$ cat src/hw/rtl/assert_macros.svh
// Assertion shorthands used by the RTL.
`ifndef ASSERT_MACROS_SVH
`define ASSERT_MACROS_SVH

// Same-cycle implication.
`define SSL_ASSERT_IMPLY(name, clk, rst, ante, cons, msg) \
   name: assert property (@(posedge clk) disable iff (rst) (ante) |-> (cons)) \
      else $error(msg);

// Next-cycle implication.
`define SSL_ASSERT_NEXT(name, clk, rst, ante, cons, msg) \
   name: assert property (@(posedge clk) disable iff (rst) (ante) |=> (cons)) \
      else $error(msg);

`endif

$ cat src/hw/rtl/ssl_pkg.sv
package ssl_pkg;

   localparam int LEVEL_W     = 16;
   localparam int PHASE_W     = 32;
   localparam int STEPS       = 32;
   localparam int STEP_IDX_W  = 5;
   localparam int COUNT_W     = 6;
   localparam int SEL_W       = 3;
   localparam int SMOOTH_W    = 16;
   localparam int CSR_INDEX_W = 3;
   localparam int CSR_DATA_W  = 32;
   localparam int WGT_W       = 36;
   localparam int ACC_W       = 52;
   localparam int TAPS        = 4;
   localparam int TAP_W       = 2;
   localparam int SPLINE_W    = 18;

   localparam logic [PHASE_W-1:0]  PHASE_INC_RESET = 32'd48696;
   localparam logic [LEVEL_W-1:0]  LEVEL_HALF      = 16'h8000;
   localparam logic [LEVEL_W-1:0]  LEVEL_MAX       = 16'hFFFF;
   // (2^19 + 1) / 3: exact divide by three for quotients below 2^19
   localparam logic [17:0]         DIV3_RECIP      = 18'd174763;

   localparam logic [CSR_INDEX_W-1:0] CSR_PHASE_INC = 3'd0;
   localparam logic [CSR_INDEX_W-1:0] CSR_STEP_SEL  = 3'd1;
   localparam logic [CSR_INDEX_W-1:0] CSR_SMOOTH    = 3'd2;
   localparam logic [CSR_INDEX_W-1:0] CSR_SYNC      = 3'd3;

   typedef enum logic [3:0] {
      ST_IDLE,
      ST_SCALE,
      ST_READ_NEAR,
      ST_READ_FAR,
      ST_WEIGHT,
      ST_MAC,
      ST_DIVIDE,
      ST_BLEND,
      ST_OUTPUT
   } ssl_state_type;

   typedef struct packed {
      logic             tick_load;
      logic             table_write;
      logic             scale;
      logic             read_near;
      logic             read_far;
      logic             weight;
      logic             mac;
      logic             mac_first;
      logic [TAP_W-1:0] mac_sel;
      logic             divide;
      logic             blend;
      logic             out_load;
   } ssl_cmd_type;

   function automatic logic [COUNT_W-1:0] step_count(input logic [SEL_W-1:0] sel);
      logic [COUNT_W-1:0] n;
      case (sel)
         3'd0:    n = 6'd32;
         3'd1:    n = 6'd16;
         3'd2:    n = 6'd12;
         3'd3:    n = 6'd8;
         3'd4:    n = 6'd6;
         3'd5:    n = 6'd4;
         3'd6:    n = 6'd3;
         default: n = 6'd2;
      endcase
      return n;
   endfunction

endpackage

$ cat src/hw/rtl/ssl_ctrl.sv
module ssl_ctrl (
   input  logic                 clock,
   input  logic                 reset,
   input  logic                 req_valid,
   input  logic                 req_action,
   output logic                 req_stall,
   output logic                 rsp_valid,
   input  logic                 rsp_stall,
   output ssl_pkg::ssl_cmd_type cmd
);

   ssl_pkg::ssl_state_type         state_ff, state_in;
   logic [ssl_pkg::TAP_W-1:0]      tap_ff, tap_in;
   logic                           rsp_valid_ff, rsp_valid_in;
   logic                           accept;
   logic                           out_free;

   assign accept    = req_valid && (state_ff == ssl_pkg::ST_IDLE);
   assign out_free  = !rsp_valid_ff || !rsp_stall;
   assign req_stall = (state_ff != ssl_pkg::ST_IDLE);
   assign rsp_valid = rsp_valid_ff;

   always_comb begin
      state_in = state_ff;
      unique case (state_ff)
         ssl_pkg::ST_IDLE: begin
            if (accept && !req_action) state_in = ssl_pkg::ST_SCALE;
         end
         ssl_pkg::ST_SCALE:     state_in = ssl_pkg::ST_READ_NEAR;
         ssl_pkg::ST_READ_NEAR: state_in = ssl_pkg::ST_READ_FAR;
         ssl_pkg::ST_READ_FAR:  state_in = ssl_pkg::ST_WEIGHT;
         ssl_pkg::ST_WEIGHT:    state_in = ssl_pkg::ST_MAC;
         ssl_pkg::ST_MAC: begin
            if (tap_ff == ssl_pkg::TAP_W'(ssl_pkg::TAPS - 1)) state_in = ssl_pkg::ST_DIVIDE;
         end
         ssl_pkg::ST_DIVIDE:    state_in = ssl_pkg::ST_BLEND;
         ssl_pkg::ST_BLEND:     state_in = ssl_pkg::ST_OUTPUT;
         ssl_pkg::ST_OUTPUT: begin
            if (out_free) state_in = ssl_pkg::ST_IDLE;
         end
         default:               state_in = ssl_pkg::ST_IDLE;
      endcase
   end

   always_comb begin
      cmd             = '0;
      cmd.tick_load   = accept && !req_action;
      cmd.table_write = accept && req_action;
      cmd.mac_sel     = tap_ff;
      unique case (state_ff)
         ssl_pkg::ST_SCALE:     cmd.scale     = 1'b1;
         ssl_pkg::ST_READ_NEAR: cmd.read_near = 1'b1;
         ssl_pkg::ST_READ_FAR:  cmd.read_far  = 1'b1;
         ssl_pkg::ST_WEIGHT:    cmd.weight    = 1'b1;
         ssl_pkg::ST_MAC: begin
            cmd.mac       = 1'b1;
            cmd.mac_first = (tap_ff == '0);
         end
         ssl_pkg::ST_DIVIDE:    cmd.divide    = 1'b1;
         ssl_pkg::ST_BLEND:     cmd.blend     = 1'b1;
         ssl_pkg::ST_OUTPUT:    cmd.out_load  = out_free;
         default: ;
      endcase
   end

   // step through the four spline taps; wraps back to zero after the last
   assign tap_in       = (state_ff == ssl_pkg::ST_MAC) ? tap_ff + 1'b1 : tap_ff;
   assign rsp_valid_in = cmd.out_load || (rsp_valid_ff && rsp_stall);

   always_ff @(posedge clock) begin
      if (reset) begin
         state_ff     <= ssl_pkg::ST_IDLE;
         tap_ff       <= '0;
         rsp_valid_ff <= 1'b0;
      end else begin
         state_ff     <= state_in;
         tap_ff       <= tap_in;
         rsp_valid_ff <= rsp_valid_in;
      end
   end

endmodule

$ cat config.mk
export PLATFORM = sky130hd
export DESIGN_NAME = ssl_ctrl
export DESIGN_NICKNAME = d
export VERILOG_FILES = /design/src/hw/rtl/assert_macros.svh /design/src/hw/rtl/ssl_pkg.sv /design/src/hw/rtl/ssl_ctrl.sv
export SDC_FILE = /design/constraint.sdc
export NUM_CORES = 1
export LEC_CHECK = 0
export BUFFER_PORTS_ARGS = -buffer_cell sky130_fd_sc_hd__buf_4
export CAP_MARGIN = 0
export CORE_AREA = 8 8 45 47
export CTS_BUF_LIST = sky130_fd_sc_hd__clkbuf_4
export CTS_CLUSTER_SIZE = 16
export DETAILED_ROUTE_END_ITERATION = 8
export DIE_AREA = 0 0 53 55
export PLACE_DENSITY = 0.54
export SYNTH_ARGS = -nofsm -noshare
export SYNTH_HDL_FRONTEND = slang
export SYNTH_SLANG_ARGS = --single-unit
$ cat constraint.sdc
create_clock -name clock -period 2.95 [get_ports clock]
set_clock_uncertainty 0.15 [all_clocks]
set_input_delay 0.1475 -clock clock [delete_from_list [all_inputs] [get_ports clock]]
set_output_delay 0.1475 -clock clock [all_outputs]
set_load 0.02 [all_outputs]
==> results of run 1 <==
sequential cells by signal, indices dropped and copies added, names as in the netlist:
| name | flops |
|---|---|
| state_ff | 4 |
| rsp_valid | 1 |
| tap_ff | 2 |
stage by stage:
step | power (mW) | cells | hold WS [ps] | util | worst slack, ps
after detailed placement | 0.150 | 82 | 234 | 0.397 | 1030
after global routing | 0.252 | 87 | 50.6 | 0.424 | 559
final | 0.238 | 87 | 40.1 | 0.424 | 716
after global placement | 0.150 | 82 | 238 | 0.397 | 1060
after floorplan | 0.133 | 52 | 169 | - | 1350
after CTS | 0.243 | 87 | 34.8 | 0.424 | 717
per-layer routing:
| layer | part of all wire | GRT usage |
|---|---|---|
| met1 | 0.43 | 0.0855 |
| met2 | 0.48 | 0.111 |
| met3 | 0.086 | 0.0508 |
| met4 | 0 | 0.0129 |
| met5 | 0 | 0 |
worst reg2reg max path, delay by kind of cell, from the launching register on:
family	cells	cell delay (ps)
AND/OR/NAND/NOR	2	850
multiplexers	1	260
flip-flops	1	510
layout make-up:
type | instances | area [um^2] | area share
tap | 16 | 20.0 | 0.0341
sequential | 7 | 140 | 0.239
multi-input combinational | 36 | 231 | 0.394
clock inverter | 1 | 5.00 | 0.00853
timing repair buffer | 20 | 153 | 0.260
inverter | 4 | 15.0 | 0.0256
clock buffer | 3 | 22.5 | 0.0384
cell usage after synthesis:
master,n
dfxtp_1,7
nand2_1,4
nor2_1,8
nor4_1,1
nand3b_1,1
or4b_4,1
buf_2,4
a21oi_1,2
buf_6,1
mux2i_1,1
and2_1,1
inv_1,4
ha_1,2
o41ai_1,1
xor2_1,1
nor4b_1,1
xnor2_1,1
nor4bb_1,1
a211oi_1,2
nor3_1,4
o22a_1,1
nand2b_1,3
kinds of logic after synthesis:
group / after synthesis
xor gates and xnor gates: 2
and+or+nand+nor: 25
adders and majority gates: 2
buffers and inverters: 9
muxes: 1
DFF: 7
AOI/OAI and AO/OA: 6
report_power, final:
part / internal, mW / total (mW) / switching [mW]
Clock: 0.0497 / 0.0892 / 0.0395
Combinational: 0.0213 / 0.0449 / 0.0236
Sequential: 0.0975 / 0.104 / 0.00653
timing repair:
action / CTS / global route
setup endpoints to repair: 0 / 0
endpoints found under the hold margin: 7 / 0
hold buffers: 1 / 0
gates resized for setup: 0 / 0
worst min path at each step:
stage / from / to / slack, ps
global route: rsp_stall / rsp_valid / 50
detailed placement: reset / state_ff[3] / 230
CTS: rsp_stall / rsp_valid / 30
floorplan: rsp_stall / rsp_valid / 170
global placement: reset / state_ff[3] / 240
finish: rsp_stall / rsp_valid / 40
==> qor.yml, run 1 <==
yosysTopAreaCellShare: 0.335
routedWlPerCell_um: 11.6
r2r_setup_slack_ps: 1080
gp_congestion: 0.723
finalInstanceArea_um2: 587
finalSetupViolations: 0
clkTransAtPathRegs_ps: 60
final_antenna_net_count: 0
rsz0062_at_grt: "false"
synth_cell_types: 22
cts_num_sinks: 7
dpl.hpwl_um: 766
cts_buffers: 3
worstSetupEndpointType: "output pin"
grt_pass1_vias: 375
rows: 14
synth_seq_cells: 7
fin_crit_sh: 0.757
first_pass_iters: 2
worstPathArrival_ps: 1940
tightest_slew_ps: 858
cp-endpoint: "cmd[5]"
slew_violations: 0
drc: 0
yosys.area.top_type: "dfxtp_1"
r2r_cells: 3
drive_gt1_frac: 0.338
critPathBufInv: 1
power_density_nw_per_um2: 406
core_area_um2: 1380
synthMuxAreaShare: 0.0240
vias_per_cell: 4.70
vdd_drop_max_v: 0.000254
slew_headroom: 0.420
cp_slowest_cell: "nor4bb_1"
hold_viol: 0
fin_crit_ps: 2230
synthSimpleGateAreaFrac: 0.326
syn_area_per_cell_um2: 8.04
fin_setup_tns_ps: 0
num_antenna_cells: 0
vias: 409
num-fill-cells: 146
ys_seq_area_frac: 0.335
hold_path.class: "in -> reg"
port_buffers: 19
synthTopCellsByArea: "dfxtp_1, nor2_1, ha_1"
grt_usage: 0.0739
grt_remaining_overflow: 0
die_x_um: 53
crit_cells: 3
syn_nets: 59
pin_count: 20
synthAdderAreaFrac: 0.0599
worstSetupStartpoint: "state_ff[2]"
clockBufferDepth: 2
die_area_um2: 2920
power.leakage_nw: 0.267
worstSkewPairLatency_ps: 260
grt_max_degree: 11
mostFrequentLayoutCell: "buf_4"
cp_max_fo: 10
cp.required_ps: 2650
r2r-end: "tap_ff[1]"
startpoint_type: "flop"
start_util: 0.302
cts_tree: "done"
antenna_found_initial: 0
path_cells: "nor4bb_1, and2_1, buf_4"
area_delta_synth_final_pct: 40.4
cts_setup_buffers: 0
yosys_warnings: 0
drtIter0Drc: 3
mostFrequentLayoutCells: "buf_4, nor2_1, dfxtp_1"
hold-path-cell-count: 3
synthXorXnorAreaFrac: 0.0419
status: "finished, final reports clean"
htreeDepth: 1
timing.rr.start: "state_ff[2]"
syn_area_um2: 418
fmax_mhz: 448
cp_top_family: "simple AND/OR/NAND/NOR gates"
wl_um: 1010
placed_cell_area_um2: 549
synth_top_family_by_area: "simple AND/OR/NAND/NOR gates"
die_h_um: 55
critPathMaxStageDelay_ps: 800
synth-compound-area-share: 0.102
cts-root-buf: "clkbuf_4"
grt_first_pass_wirelength_um: 1610
syn_inst: 52
max_cap_viol_count: 0
nets: 79
worst-setup-path-type: "reg -> out"
Note: power is estimated with default switching activity, not from simulation.
==> run 2: changes to the inputs <==
--- a/config.mk
+++ b/config.mk
@@ -12,7 +12,7 @@
 export CTS_CLUSTER_SIZE = 16
 export DETAILED_ROUTE_END_ITERATION = 8
 export DIE_AREA = 0 0 53 55
-export PLACE_DENSITY = 0.54
+export PLACE_DENSITY = 0.56
 export SYNTH_ARGS = -nofsm -noshare
 export SYNTH_HDL_FRONTEND = slang
 export SYNTH_SLANG_ARGS = --single-unit
==> constraint.sdc (replaced) <==
create_clock -name clock -period 2.01 [get_ports clock]
set_clock_uncertainty 0.15 [all_clocks]
set_input_delay 0.1005 -clock clock [delete_from_list [all_inputs] [get_ports clock]]
set_output_delay 0.1005 -clock clock [all_outputs]
set_load 0.02 [all_outputs]
==> qor.yml, run 2 (same netlist as run 1, synthesis figures left out) <==
status: "finished, final reports clean"
clockBufferDepth: 2  # unchanged
first_pass_iters: 4  # +2
grt_first_pass_wirelength_um: 1530  # -4.7%
drc: 0  # unchanged
cp.required_ps: 1760  # -890 ps
htreeDepth: 1  # unchanged
cp_max_fo: 10  # unchanged
path_cells: "or4b_4, a21oi_1, buf_4"
power.leakage_nw: 0.277  # +3.6%
drtIter0Drc: 6  # +3
pwr-share-clk: 0.375  # about the same
cts_setup_buffers: 0  # unchanged
port_buffers: 19  # unchanged
critPathMaxStageDelay_ps: 520  # -280 ps
hold_buffers: 2  # +1
die_h_um: 55  # unchanged
finalSetupViolations: 0  # unchanged
core_area_um2: 1380  # unchanged
rows: 14  # unchanged
grt_max_degree: 11  # unchanged
post-route-util: 0.437  # +0.0127
nets: 81  # +2.5%
start_util: 0.302  # unchanged
routedWlPerCell_um: 11.6  # +0.38%
cts_num_sinks: 7  # unchanged
vias: 414  # +1.2%
final_antenna_net_count: 0  # unchanged
grt_usage: 0.0700  # -0.00391
r2r_setup_slack_ps: 530  # -550 ps
cts-root-buf: "clkbuf_4"
largest-register: "state_ff"
cp_slowest_cell: "or4b_4"
fmax_mhz: 557
area_delta_synth_final_pct: 44.6
hold-path-cell-count: 3  # unchanged
r2r_cells: 4  # +1
cell_internal_pwr_mw: 0.249  # +48%
mostFrequentLayoutCell: "buf_4"
drive_gt1_frac: 0.342  # +0.00444
min_to: "state_ff[0]"
swShare: 0.293  # +0.000487
die_area_um2: 2920  # unchanged
p_sw_mw: 0.103  # +48%
die_x_um: 53  # unchanged
fin_setup_tns_ps: 0  # unchanged
cts_buffers: 3  # unchanged
timing.rr.start: "state_ff[2]"
num_antenna_cells: 0  # unchanged
slew_violations: 0  # unchanged
p_comb_frac: 0.192  # +0.003
antenna_found_initial: 0  # unchanged
total_power_mw: 0.352  # +48%
vdd_drop_max_v: 0.000344  # +35%
worstSetupEndpointType: "output pin"
place_inst: 83  # +1.2%
cts_tree: "done"
wl_um: 1030  # +2.7%
worst-setup-path-type: "reg -> out"
grt_pass1_vias: 384  # +2.4%
pin_count: 20  # unchanged
worstPathArrival_ps: 1550  # -390 ps
fin_crit_ps: 1800
vias_per_cell: 4.65  # -1.1%
startpoint_type: "flop"
clkTransAtPathRegs_ps: 50  # about the same
mostFrequentLayoutCells: "buf_4, nor2_1, dfxtp_1"
gp_congestion: 0.688  # -4.8%
power_frac_seq: 0.433  # -0.004
fin_crit_sh: 0.894
grt_remaining_overflow: 0  # unchanged
hp-start: "req_valid"
final_cells: 89  # +2.3%
r2r-end: "tap_ff[1]"
cts-resized-gates: 0  # unchanged
hold_path.class: "in -> reg"
hold_viol: 0  # unchanged
largest_reg_flops: 4  # unchanged
power_density_nw_per_um2: 582  # +43%
worstSkewPairLatency_ps: 260  # about the same
dpl.hpwl_um: 743  # -3.1%
max_cap_viol_count: 0  # unchanged
rsz0062_at_grt: "false"
tightest_slew_ps: 345  # -513 ps
slew_headroom: 0.768  # +0.348
==> run 2: cell count changes in the layout (fill, tap and decap cells not counted), sizes merged <==
cell | previous run | this run
buf | 19 | 20
dlygate4sd3 | 1 | 2
==> run 2: area by class of cell <==
class / count / area (um^2)
timing repair buffer: 22 / 170
tap: 16 / 20.0
sequential: 7 / 140
multi-input combinational: 36 / 231
clock inverter: 1 / 5.00
clock buffer: 3 / 22.5
inverter: 4 / 15.0
fill: 146 / 779
==> run 2: power groups by stage <==
stage / combinational, mW / clock [mW] / sequential (mW)
4_1_cts: 0.0683 / 0.139 / 0.152
6_report: 0.0676 / 0.132 / 0.152
2_1_floorplan: 0.0451 / 0 / 0.150
3_5_place_dp: 0.0651 / 0 / 0.155
3_3_place_gp: 0.0653 / 0 / 0.156
5_1_grt: 0.0736 / 0.147 / 0.154
==> run 2: layer usage <==
layer,vias to the layer above,part of all wire,track usage
met5,-,0,0
met1,187,0.42,0.0685
met3,0,0.083,0.0455
met4,0,0,0.0259
met2,10,0.49,0.117
li1,217,-,-
==> run 2: metrics by stage <==
| stage | setup WS [ps] | hold slack [ps] | cell area, um^2 |
|---|---|---|---|
| finish | 214 | 90.4 | 604 |
| detailed placement | 497 | 193 | 557 |
| CTS | 201 | 83.3 | 604 |
| global placement | 478 | 191 | 557 |
| floorplan | 457 | 122 | 418 |
| global route | 114 | 109 | 604 |
==> run 2: how the worst max path moves through the flow <==
stage | startpoint | to | slack (ps) | depth (start not counted)
after floorplan | state_ff[0] | cmd[0] | 460 | 3
after global placement | state_ff[2] | tap_ff[1] | 480 | 4
after detailed placement | state_ff[3] | cmd[0] | 500 | 3
after CTS | state_ff[3] | cmd[0] | 200 | 3
after global routing | state_ff[3] | cmd[0] | 110 | 3
final | state_ff[3] | cmd[0] | 210 | 3
==> run 2: worst max-delay path: cells and delay by family, from the launching register on <==
kind | cells | cell delay, ps
compound gates | 1 | 130
buf+inv | 1 | 150
flops | 1 | 480
simple gates | 1 | 520
==> run 3: changes to the inputs <==
--- a/config.mk
+++ b/config.mk
@@ -7,12 +7,14 @@
 export LEC_CHECK = 0
 export BUFFER_PORTS_ARGS = -buffer_cell sky130_fd_sc_hd__buf_4
 export CAP_MARGIN = 0
-export CORE_AREA = 8 8 45 47
+export CELL_PAD_IN_SITES_DETAIL_PLACEMENT = 1
+export CELL_PAD_IN_SITES_GLOBAL_PLACEMENT = 2
+export CORE_MARGIN = 8
+export CORE_UTILIZATION = 22
 export CTS_BUF_LIST = sky130_fd_sc_hd__clkbuf_4
 export CTS_CLUSTER_SIZE = 16
 export DETAILED_ROUTE_END_ITERATION = 8
-export DIE_AREA = 0 0 53 55
-export PLACE_DENSITY = 0.56
+export PLACE_DENSITY = 0.71
 export SYNTH_ARGS = -nofsm -noshare
 export SYNTH_HDL_FRONTEND = slang
 export SYNTH_SLANG_ARGS = --single-unit
==> qor.yml, run 3 (same netlist as run 1, synthesis figures left out) <==
rows: 15  # +1
grt_remaining_overflow: 0  # unchanged
wl_um: 1100  # +6.9%
worstSetupEndpointType: "flop"
fin_setup_tns_ps: 0  # unchanged
routedWlPerCell_um: 11.3  # -2.9%
drc: 0  # unchanged
cts-root-buf: "clkbuf_4"
cp_top_family: "simple AND/OR/NAND/NOR gates"
htreeDepth: 1  # unchanged
dpl.hpwl_um: 865  # +16%
largest_reg_flops: 4  # unchanged
hold_path.class: "in -> reg"
final_cells: 98  # +10%
gp_congestion: 0.667  # -3.1%
vdd_drop_max_v: 0.000243  # -29%
die_h_um: 59.6  # +8.3%
vias_per_cell: 4.31  # -7.4%
critPathMaxStageDelay_ps: 570  # +50 ps
cts_buffers: 3  # unchanged
die_x_um: 59.6  # +12%
fmax_mhz: 538  # -3.4%
num-fill-cells: 226  # +55%
finalInstanceArea_um2: 621  # +2.7%
first_pass_iters: 3  # -1
drtIter0Drc: 5  # -1
pwr-share-clk: 0.383  # +0.008
grt_pass1_vias: 436  # +14%
slew_headroom: 0.775  # +0.00724
holdWs_ps: 85.2  # -5.24 ps
vias: 422  # +1.9%
cts_setup_buffers: 0  # unchanged
power_density_nw_per_um2: 571  # -2.0%
p_comb_frac: 0.186  # -0.006
core_area_um2: 1760  # +27%
cts_tree: "done"
path_cells: "or4b_4, a21oi_1, dlygate4sd3_1"
grt_max_degree: 11  # unchanged
fin_crit_sh: 0.925  # +0.0318
mostFrequentLayoutCells: "buf_4, nor2_1, dfxtp_1"
grt_first_pass_wirelength_um: 1930  # +26%
pin_count: 20  # unchanged
setup_ws_ps: 150  # -63.9 ps
num_antenna_cells: 0  # unchanged
hold_viol: 0  # unchanged
cp_max_fo: 9  # -1
nets: 81  # unchanged
status: "finished, final reports clean"
power_frac_seq: 0.431  # -0.002
worstSkewPairLatency_ps: 240  # -20 ps
clockBufferDepth: 2  # unchanged
final_antenna_net_count: 0  # unchanged
largest-register: "state_ff"
rsz0062_at_grt: "false"
critPathBufInv: 1  # unchanged
tightest_slew_ps: 334  # -10.8 ps
startpoint_type: "flop"
fin_crit_ps: 1860  # +63.9 ps
clkTransAtPathRegs_ps: 50  # about the same
worstPathArrival_ps: 1890  # +340 ps
cp_slowest_cell: "or4b_4"
power.leakage_nw: 0.281  # +1.6%
p_sw_mw: 0.0903  # -12%
area_delta_synth_final_pct: 48.5
cts_num_sinks: 7  # unchanged
swShare: 0.255  # -0.0378
max_cap_viol_count: 0  # unchanged
dp_slack_ps: 424  # -73.2 ps
cell_internal_pwr_mw: 0.264  # +6.0%
finalSetupViolations: 0  # unchanged
placed_cell_area_um2: 568  # +2.0%
place_inst: 92  # +11%
antenna_found_initial: 0  # unchanged
die_area_um2: 3550  # +22%
slew_violations: 0  # unchanged
worst-setup-path-type: "reg -> reg"
drive_gt1_frac: 0.370  # +0.0274
port_buffers: 19  # unchanged
mostFrequentLayoutCell: "buf_4"
start_util: 0.237  # -0.0651
cp.required_ps: 2040  # +280 ps
grt_usage: 0.0688  # -0.00115
==> run 3: changes by cell type in the layout (fill, tap and decap cells not counted), sizes merged <==
cell    previous run  this run
clkinv             1         0
clkbuf             3         4
==> run 3: worst register-to-register path, delay by kind of cell (launching register included) <==
family	cells	cell delay (ps)
and+or+nand+nor	1	570
buffers and inverters	1	560
AOI/OAI and AO/OA	1	140
DFF	1	380
==> run 3: worst paths after layout <==
path	from	to	slack [ps]	cells after the start
min reg2reg	state_ff[3]	state_ff[2]	380	1
max	state_ff[0]	rsp_valid	150	3
min	rsp_stall	state_ff[3]	90	4
max reg2reg	state_ff[0]	rsp_valid	150	3
==> run 3: timing repair <==
| item | CTS | global route |
|---|---|---|
| hold buffers | 2 | 0 |
| endpoints found under the hold margin | 7 | 0 |
| endpoints found under the setup margin | 0 | 2 |
| gates resized for setup | 0 | 2 |
==> run 3: power by group through the flow <==
stage	clock network (mW)	registers, mW	logic, mW
floorplan	0	0.150	0.0451
global placement	0	0.156	0.0661
detailed placement	0	0.155	0.0660
CTS	0.143	0.153	0.0676
global route	0.152	0.154	0.0718
finish	0.135	0.153	0.0659
==> run 3: cell type report <==
class / count / area, um^2 / share of cell area
clock buffer: 4 / 30.0 / 0.0484
inverter: 4 / 15.0 / 0.0242
multi-input combinational: 36 / 231 / 0.373
sequential: 7 / 143 / 0.230
tap: 25 / 31.3 / 0.0504
timing repair buffer: 22 / 170 / 0.274
==> run 3: layer usage <==
layer  track usage  vias to the layer above  share of wire
li1              -                      219              -
met1        0.0829                      194           0.45
met2         0.105                        9           0.47
met3        0.0325                        0          0.074
met4        0.0204                        0              0
met5             0                        -              0
==> run 3: stage by stage <==
step                utilization  power [mW]
detailed placement        0.322       0.221
CTS                       0.350       0.364
global route              0.352       0.378
finish                    0.352       0.354
global placement          0.322       0.222
floorplan                     -       0.195
